===== config.mk =====
export PLATFORM = sky130hd
export DESIGN_NAME = permutation_step_generator
export DESIGN_NICKNAME = d
export VERILOG_FILES = /design/src/design/psg_pkg.sv /design/src/design/permutation_step_generator.sv /design/src/design/psg_datapath.sv /design/src/design/psg_controller.sv
export SDC_FILE = /design/constraint.sdc
export NUM_CORES = 1
export LEC_CHECK = 0
export BUFFER_PORTS_ARGS = -buffer_cell sky130_fd_sc_hd__buf_2
export CORE_MARGIN = 3
export CORE_UTILIZATION = 55
export CTS_BUF_LIST = sky130_fd_sc_hd__clkbuf_16
export DETAILED_ROUTE_END_ITERATION = 10
export PLACE_DENSITY = 0.69
export SYNTH_ARGS = -nofsm -noshare
export SYNTH_HDL_FRONTEND = slang
export SYNTH_HIERARCHICAL = 1
export SYNTH_SLANG_ARGS = --single-unit

===== constraint.sdc =====
create_clock -name clk -period 13.2 [get_ports clk]
set_input_delay 1.32 -clock clk [delete_from_list [all_inputs] [get_ports clk]]
set_output_delay 1.32 -clock clk [all_outputs]
set_load 0.03 [all_outputs]

===== src/design/psg_pkg.sv =====
// Shared payload, command and status types for the permutation step generator.
package psg_pkg;

  localparam logic OP_LOAD = 1'b0;
  localparam logic OP_STEP = 1'b1;

  localparam logic DIR_LEFT  = 1'b1;
  localparam logic DIR_RIGHT = 1'b0;

  localparam logic [3:0] COUNT_RESET = 4'd8;

  typedef struct packed {
    logic        opcode;
    logic [2:0]  load_position;
    logic [15:0] load_value;
  } in_t;

  typedef struct packed {
    logic [15:0] out_value;
    logic [2:0]  out_position;
    logic        last_of_run;
    logic        final_permutation;
  } out_t;

  typedef struct packed {
    logic load;
    logic step_start;
    logic scan_rd;
    logic scan_ev;
    logic scan_end;
    logic emit_rd;
    logic emit_wr;
    logic swap_a;
    logic swap_b;
  } cmd_t;

  typedef struct packed {
    logic done;
    logic at_last;
    logic found;
    logic out_free;
  } status_t;

endpackage


===== src/design/permutation_step_generator.sv =====
// Top level of the permutation step generator: controller plus datapath.
//
//   channel   direction  handshake              payload
//   in        input      in_valid / in_stall    psg_pkg::in_t  (load or step)
//   out       output     out_valid / out_stall  psg_pkg::out_t (one position)
//   cfg       input      cfg_write              cfg_data = element_count
//
// A load transaction completes in the cycle it is accepted. A step over n active
// elements runs a mobility scan (skipped once done) and then an emit pass, each
// element costing a read and a compare on the single read port of the element
// store, then swaps the picked pair through its write port if one was mobile.
// Reset is synchronous: all directions point left, done clears, count is 8.
// A stalled output holds the emit pass at the current element. in_stall is high
// after an accepted step until its swap is written, or its last emit if none moves.
module permutation_step_generator #(
  parameter int MAX_ELEMENTS = 8,
  parameter int VALUE_WIDTH  = 16
) (
  input  logic          clk,
  input  logic          rst,
  input  logic          cfg_write,
  input  logic [3:0]    cfg_data,
  input  logic          in_valid,
  output logic          in_stall,
  input  psg_pkg::in_t  in_data,
  output logic          out_valid,
  input  logic          out_stall,
  output psg_pkg::out_t out_data
);
  import psg_pkg::*;

  cmd_t    cmd;
  status_t status;

  // Sequence the phases; accept a new transaction only while idle.
  psg_controller u_ctrl (
    .clk       (clk),
    .rst       (rst),
    .in_valid  (in_valid),
    .in_opcode (in_data.opcode),
    .in_stall  (in_stall),
    .status    (status),
    .cmd       (cmd)
  );

  // Hold the elements, their marks and the result register.
  psg_datapath #(
    .MAX_ELEMENTS (MAX_ELEMENTS),
    .VALUE_WIDTH  (VALUE_WIDTH)
  ) u_dp (
    .clk       (clk),
    .rst       (rst),
    .cfg_write (cfg_write),
    .cfg_data  (cfg_data),
    .in_data   (in_data),
    .cmd       (cmd),
    .status    (status),
    .out_valid (out_valid),
    .out_stall (out_stall),
    .out_data  (out_data)
  );

endmodule


===== src/design/psg_datapath.sv =====
// Datapath: element store, direction marks, scan registers and result register.
module psg_datapath #(
  parameter int MAX_ELEMENTS = 8,
  parameter int VALUE_WIDTH  = 16
) (
  input  logic            clk,
  input  logic            rst,
  input  logic            cfg_write,
  input  logic [3:0]      cfg_data,
  input  psg_pkg::in_t    in_data,
  input  psg_pkg::cmd_t   cmd,
  output psg_pkg::status_t status,
  output logic            out_valid,
  input  logic            out_stall,
  output psg_pkg::out_t   out_data
);
  import psg_pkg::*;

  localparam int IDX_W = $clog2(MAX_ELEMENTS);
  localparam int CNT_W = $clog2(MAX_ELEMENTS + 1);

  logic [VALUE_WIDTH-1:0] mem [MAX_ELEMENTS];
  logic [VALUE_WIDTH-1:0] rd_data;
  logic                   rd_en;
  logic [IDX_W-1:0]       rd_addr;
  logic                   wr_en;
  logic [IDX_W-1:0]       wr_addr;
  logic [VALUE_WIDTH-1:0] wr_data;

  logic [3:0]             element_count;
  logic [MAX_ELEMENTS-1:0] dirs;
  logic                   done;
  logic                   found;
  logic [IDX_W-1:0]       idx;
  logic [IDX_W-1:0]       best_idx;
  logic [IDX_W-1:0]       dest_idx;
  logic [VALUE_WIDTH-1:0] best_val;
  logic [VALUE_WIDTH-1:0] dest_val;
  logic [VALUE_WIDTH-1:0] p1;
  logic [VALUE_WIDTH-1:0] p2;

  logic [CNT_W-1:0]       n_active;
  logic [CNT_W-1:0]       n_minus1;
  logic [IDX_W-1:0]       last_idx;
  logic [31:0]            load_pos_wide;
  logic [IDX_W-1:0]       load_idx;
  logic                   load_ok;
  logic [31:0]            load_val_wide;
  logic [31:0]            rd_wide;
  logic [31:0]            idx_wide;

  logic [IDX_W-1:0]       ev_j;
  logic                   ev_has;
  logic                   mob;
  logic                   take;

  // Clamp the element count into 1..MAX_ELEMENTS.
  always_comb begin
    priority if (element_count == 4'd0) begin
      n_active = CNT_W'(1);
    end else if (32'(element_count) > MAX_ELEMENTS) begin
      n_active = CNT_W'(MAX_ELEMENTS);
    end else begin
      n_active = CNT_W'(element_count);
    end
    n_minus1 = n_active - CNT_W'(1);
    last_idx = n_minus1[IDX_W-1:0];
  end

  assign load_pos_wide = 32'(in_data.load_position);
  assign load_idx      = load_pos_wide[IDX_W-1:0];
  assign load_ok       = load_pos_wide < MAX_ELEMENTS;
  assign load_val_wide = 32'(in_data.load_value);
  assign rd_wide       = 32'(rd_data);
  assign idx_wide      = 32'(idx);

  // Mobility test of one element at each scan_ev and at scan_end: p1 holds the
  // candidate, p2 its left neighbor, rd_data its right neighbor.
  always_comb begin
    ev_j   = idx - IDX_W'(1);
    ev_has = cmd.scan_end || (cmd.scan_ev && idx != '0);
    if (dirs[ev_j] == DIR_LEFT) begin
      mob = ev_has && ev_j != '0 && p2 < p1;
    end else begin
      mob = ev_has && !cmd.scan_end && rd_data < p1;
    end
    take = mob && (!found || p1 > best_val);
  end

  // Single read port, single write port.
  always_comb begin
    rd_en   = cmd.scan_rd || cmd.emit_rd;
    rd_addr = idx;
    wr_en   = 1'b0;
    wr_addr = load_idx;
    wr_data = load_val_wide[VALUE_WIDTH-1:0];
    priority if (cmd.load) begin
      wr_en = load_ok;
    end else if (cmd.swap_a) begin
      wr_en   = 1'b1;
      wr_addr = dest_idx;
      wr_data = best_val;
    end else if (cmd.swap_b) begin
      wr_en   = 1'b1;
      wr_addr = best_idx;
      wr_data = dest_val;
    end else begin
      wr_en = 1'b0;
    end
  end

  always_ff @(posedge clk) begin
    if (wr_en) begin
      mem[wr_addr] <= wr_data;
    end
    if (rd_en) begin
      rd_data <= mem[rd_addr];
    end
  end

  always_ff @(posedge clk) begin
    if (rst) begin
      element_count <= COUNT_RESET;
      dirs          <= '1;
      done          <= 1'b0;
      found         <= 1'b0;
      idx           <= '0;
      out_valid     <= 1'b0;
    end else begin
      if (cfg_write) begin
        element_count <= cfg_data;
      end
      if (cmd.load) begin
        done <= 1'b0;
        if (load_ok) begin
          dirs[load_idx] <= DIR_LEFT;
        end
      end
      if (cmd.step_start) begin
        idx   <= '0;
        found <= 1'b0;
      end
      if (cmd.scan_ev) begin
        idx <= idx + IDX_W'(1);
      end
      if (cmd.scan_end) begin
        idx <= '0;
      end
      if (take) begin
        found <= 1'b1;
      end
      if (cmd.emit_wr) begin
        idx <= idx + IDX_W'(1);
        if (found && rd_data > best_val) begin
          dirs[idx] <= ~dirs[idx];
        end
        if (idx == last_idx && !found) begin
          done <= 1'b1;
        end
      end
      if (cmd.swap_a) begin
        dirs[dest_idx] <= dirs[best_idx];
        dirs[best_idx] <= dirs[dest_idx];
      end
      if (cmd.emit_wr) begin
        out_valid <= 1'b1;
      end else if (!out_stall) begin
        out_valid <= 1'b0;
      end
    end
  end

  // Scan window and pick registers, plus the result payload.
  always_ff @(posedge clk) begin
    if (cmd.scan_ev) begin
      p2 <= p1;
      p1 <= rd_data;
    end
    if (take) begin
      best_idx <= ev_j;
      best_val <= p1;
      if (dirs[ev_j] == DIR_LEFT) begin
        dest_idx <= ev_j - IDX_W'(1);
        dest_val <= p2;
      end else begin
        dest_idx <= ev_j + IDX_W'(1);
        dest_val <= rd_data;
      end
    end
    if (cmd.emit_wr) begin
      out_data.out_value         <= rd_wide[15:0];
      out_data.out_position      <= idx_wide[2:0];
      out_data.last_of_run       <= idx == last_idx;
      out_data.final_permutation <= !found;
    end
  end

  assign status.done     = done;
  assign status.at_last  = idx == last_idx;
  assign status.found    = found;
  assign status.out_free = !out_valid || !out_stall;

endmodule


===== src/design/psg_controller.sv =====
// Controller: sequences load, scan, emit and swap phases of each transaction.
module psg_controller (
  input  logic             clk,
  input  logic             rst,
  input  logic             in_valid,
  input  logic             in_opcode,
  output logic             in_stall,
  input  psg_pkg::status_t status,
  output psg_pkg::cmd_t    cmd
);
  import psg_pkg::*;

  typedef enum logic [7:0] {
    S_IDLE     = 8'b0000_0001,
    S_SCAN_RD  = 8'b0000_0010,
    S_SCAN_EV  = 8'b0000_0100,
    S_SCAN_END = 8'b0000_1000,
    S_EMIT_RD  = 8'b0001_0000,
    S_EMIT_WR  = 8'b0010_0000,
    S_SWAP_A   = 8'b0100_0000,
    S_SWAP_B   = 8'b1000_0000
  } state_t;

  state_t state;
  state_t state_next;

  assign in_stall = state != S_IDLE;

  always_comb begin
    state_next = state;
    cmd        = '0;
    unique case (state)
      S_IDLE: begin
        if (in_valid) begin
          if (in_opcode == OP_LOAD) begin
            cmd.load = 1'b1;
          end else begin
            cmd.step_start = 1'b1;
            state_next     = status.done ? S_EMIT_RD : S_SCAN_RD;
          end
        end
      end
      S_SCAN_RD: begin
        cmd.scan_rd = 1'b1;
        state_next  = S_SCAN_EV;
      end
      S_SCAN_EV: begin
        cmd.scan_ev = 1'b1;
        state_next  = status.at_last ? S_SCAN_END : S_SCAN_RD;
      end
      S_SCAN_END: begin
        cmd.scan_end = 1'b1;
        state_next   = S_EMIT_RD;
      end
      S_EMIT_RD: begin
        cmd.emit_rd = 1'b1;
        state_next  = S_EMIT_WR;
      end
      S_EMIT_WR: begin
        if (status.out_free) begin
          cmd.emit_wr = 1'b1;
          if (!status.at_last) begin
            state_next = S_EMIT_RD;
          end else if (status.found) begin
            state_next = S_SWAP_A;
          end else begin
            state_next = S_IDLE;
          end
        end
      end
      S_SWAP_A: begin
        cmd.swap_a = 1'b1;
        state_next = S_SWAP_B;
      end
      S_SWAP_B: begin
        cmd.swap_b = 1'b1;
        state_next = S_IDLE;
      end
      default: begin
        state_next = S_IDLE;
      end
    endcase
  end

  always_ff @(posedge clk) begin
    if (rst) begin
      state <= S_IDLE;
    end else begin
      state <= state_next;
    end
  end

endmodule


==> flow_summary.yaml <==
power_and_ir_drop:
  p_leak_uw: 0.00487
  switchingPower_uw: 406
  p_per_area_nw_per_um2: 134
  pwr-share-clk: 0.413
  power_switching_share: 0.224
  p_seq_frac: 0.517
  p_int_uw: 1410
  ir_drop_uv: 123
  power_frac_comb: 0.070
setup_path:
  slowest_stage: "inv_1"
  max_stage_delay_ns: 0.78
  r2r_setup_slack_ns: 9.27
  critPathLaunchType: "flip-flop"
  end_kind: "flip-flop"
  worstSetupPathType: "flip-flop to flip-flop"
  crit_fanout: 29
  cp.required_ns: 13.45
  arrival_ns: 4.18
  path_cells: "nor4_4, nand4b_1, inv_1, o21ai_2, a21oi_1, nand2_1, nor2_1, buf_4"
timing:
  worst_hold_slack_ns: 0.515
  max_freq_mhz: 254
  rsz0062_at_grt: "no"
  fin_setup_tns_ns: 0
  slew_viol_final: 0
  finalCriticalPeriod_ns: 3.93
  finalHoldViolCount: 0
  fin_crit_sh: 0.298
  final-setup-viol-count: 0
  skew_ns: 0.0141
  tightest_slew_ns: 1.16
  max-slew-margin-rel: 0.229
routing:
  drc: 0
  dr.pass1.iters: 6
  wire_per_inst_um: 22.8
  drtIter0Drc: 1097
  viasPerCell: 6.35
  finalWirelength_mm: 29.2
  ant_nets: 0
  vias: 8119
yosys:
  yosys_warnings: 6
  synth_edf_count: 235
  yosys.area_share.simple: 0.0965
  synth_compound_area_frac: 0.140
  syn_inst: 932
  syn_nets: 1028
  synth_top_family_by_area: "compound AO/OA/AOI/OAI gates"
  ys.flop_type: "edfxtp_1"
  avgSynthCellArea_um2: 13.0
  synth_cell_type_count: 70
  synthXorXnorAreaFrac: 0.00640
  async_flop_share: 0
  ys_seq_area_frac: 0.625
  yosys_register_bits: 261
  synth_fa_ha_area_frac: 0.0691
  synthMuxAreaShare: 0.0310
  netlist_area_um2: 12100
clock_network:
  cts_max_path_buffers: 3
  cts-resized-gates: 0
  hold_buffers: 0
  clkTransAtPathRegs_ns: 0.06
  cts-htree-levels: 1
  postCtsSetupBuffers: 0
  cts_sinks: 261
  cts_buffers: 28
  clock_latency_ns: 0.54
  cts_tree: "done"
  root_buffer: "clkbuf_16"
global_route:
  track_usage: 0.244
  grt_pass1_wl_mm: 45.4
  antenna_found_initial: 0
  overflow: 0
  grt_pass1_vias: 7983
  grt_max_degree: 39
place:
  dp_hpwl_mm: 19.2
  portBuffers: 51
  place_congestion: 0.892
layout:
  drive_above_1_share: 0.151
  num_antenna_cells: 0
  areaGrowthSynthToFinish_pct: 12.0
  fillers: 1625
  nets: 1080
  regArea_um2: 7580
  multiInputGateArea_um2: 4190
die:
  ios: 52
  start_util: 0.568
  core_area_um2: 21400
  die_y_um: 154
  die_w_um: 154
  rows: 53
  die_area_um2: 23900
job:
  max-cap-violations: 0
worst_hold_path:
  hold_path_class: "flip-flop to flip-flop"
run_status:
  outcome: "finished clean"
-- critical path: cells and delay by family (launching register included) --
kind / cells / cell delay [ns]
AO/OA/AOI/OAI: 2 / 0.76
flip-flops: 1 / 0.35
AND/OR/NAND/NOR: 4 / 1.43
buffers and inverters: 2 / 1.09
-- power by group through the flow --
stage          clock [µW]  sequential [µW]  combinational [µW]
3_5_place_dp            0              955                 126
4_1_cts               762              938                 127
5_1_grt               794              940                 140
6_report              749              938                 128
2_1_floorplan           0              949                85.8
3_3_place_gp            0              954                 125
-- sequential cells by signal, summed over array words and instances, names as in the netlist, 4 cells and up --
signal and count:
u_dp/p1 16, u_dp/out_data 21, u_dp/mem 128, u_ctrl/state 8, u_dp/dest_val 16, u_dp/rd_data 16
u_dp/best_val 16, u_dp/p2 16, u_dp/dirs 8, u_dp/element_count 4
-- worst paths after layout --
kind,from,to,cells past startpoint
worst max-delay path,u_ctrl/state[1],u_dp/mem[0][0],8
worst min-delay path,u_dp/element_count[0],u_dp/element_count[0],2
worst max register to register,u_ctrl/state[1],u_dp/mem[0][0],8
worst min register to register,u_dp/element_count[0],u_dp/element_count[0],2
-- through the flow --
| step | util | power (µW) | setup WS (ns) | cell area (µm²) | std cells |
|---|---|---|---|---|---|
| after floorplan | - | 1030 | 8.38 | 12100 | 932 |
| after global placement | 0.594 | 1080 | 9.39 | 12700 | 1229 |
| after detailed placement | 0.594 | 1080 | 9.31 | 12700 | 1229 |
| after CTS | 0.636 | 1830 | 9.29 | 13600 | 1279 |
| after global routing | 0.636 | 1870 | 8.94 | 13600 | 1279 |
| final | 0.636 | 1810 | 9.27 | 13600 | 1279 |
-- layout by cell type (no fill, tap or decap), drive strengths merged, types with 11 or more instances in the layout --
cell    instances
mux2           19
inv            58
nand2          58
edfxtp        235
o31ai          12
nand3          12
a31oi          14
ha             67
nor2b          13
clkbuf         28
a21oi          37
buf            68
a22oi          82
nand4          26
a21o           11
dfxtp          26
clkinv         14
o21ai          36
nor2           57
-- synthesized netlist by cell type, drive strengths merged, types with 8 or more instances --
master  count  area share
nand2      58       0.018
a311oi     10      0.0072
o21ai      36       0.015
nand4b      8      0.0063
mux2i       9      0.0077
clkbuf     28      0.0087
ha         67       0.069
nand4      26       0.014
buf        18      0.0071
nor2b      13      0.0067
dfxtp      26       0.043
a21o       11      0.0068
nor3       10      0.0041
inv        53       0.016
nand3      12      0.0054
a31oi      14      0.0072
nand2b     10      0.0052
and3        8      0.0045
nor2       57       0.018
a21oi      37       0.016
a22oi      82       0.051
a211oi      8      0.0054
mux2       19       0.018
edfxtp    235        0.58
o31ai      12      0.0074
-- cell type report --
class | instances | share of cell area
sequential | 261 | 0.558
multi-input combinational | 572 | 0.308
clock buffer | 28 | 0.0516
timing repair buffer | 68 | 0.0282
tap | 275 | 0.0253
inverter | 53 | 0.0147
clock inverter | 22 | 0.0137
-- cells by family (layout without fill, tap and decap cells) --
group                    count (synthesis)  after routing
AO/OA/AOI/OAI                          244            244
XOR/XNOR                                 8              8
adder cells (fa/ha/maj)                 67             67
buffers and inverters                   99            171
flip-flops                             261            261
multiplexers                            31             31
AND/OR/NAND/NOR                        222            222
-- per-layer routing --
metal  share of wire  vias up  track usage
li1                -     3744            -
met4           0.034        0       0.0791
met5               0        -            0
met3           0.074       71       0.0294
met2            0.45      355        0.374
met1            0.44     3949        0.367
Power figures use the tool's default switching activity.
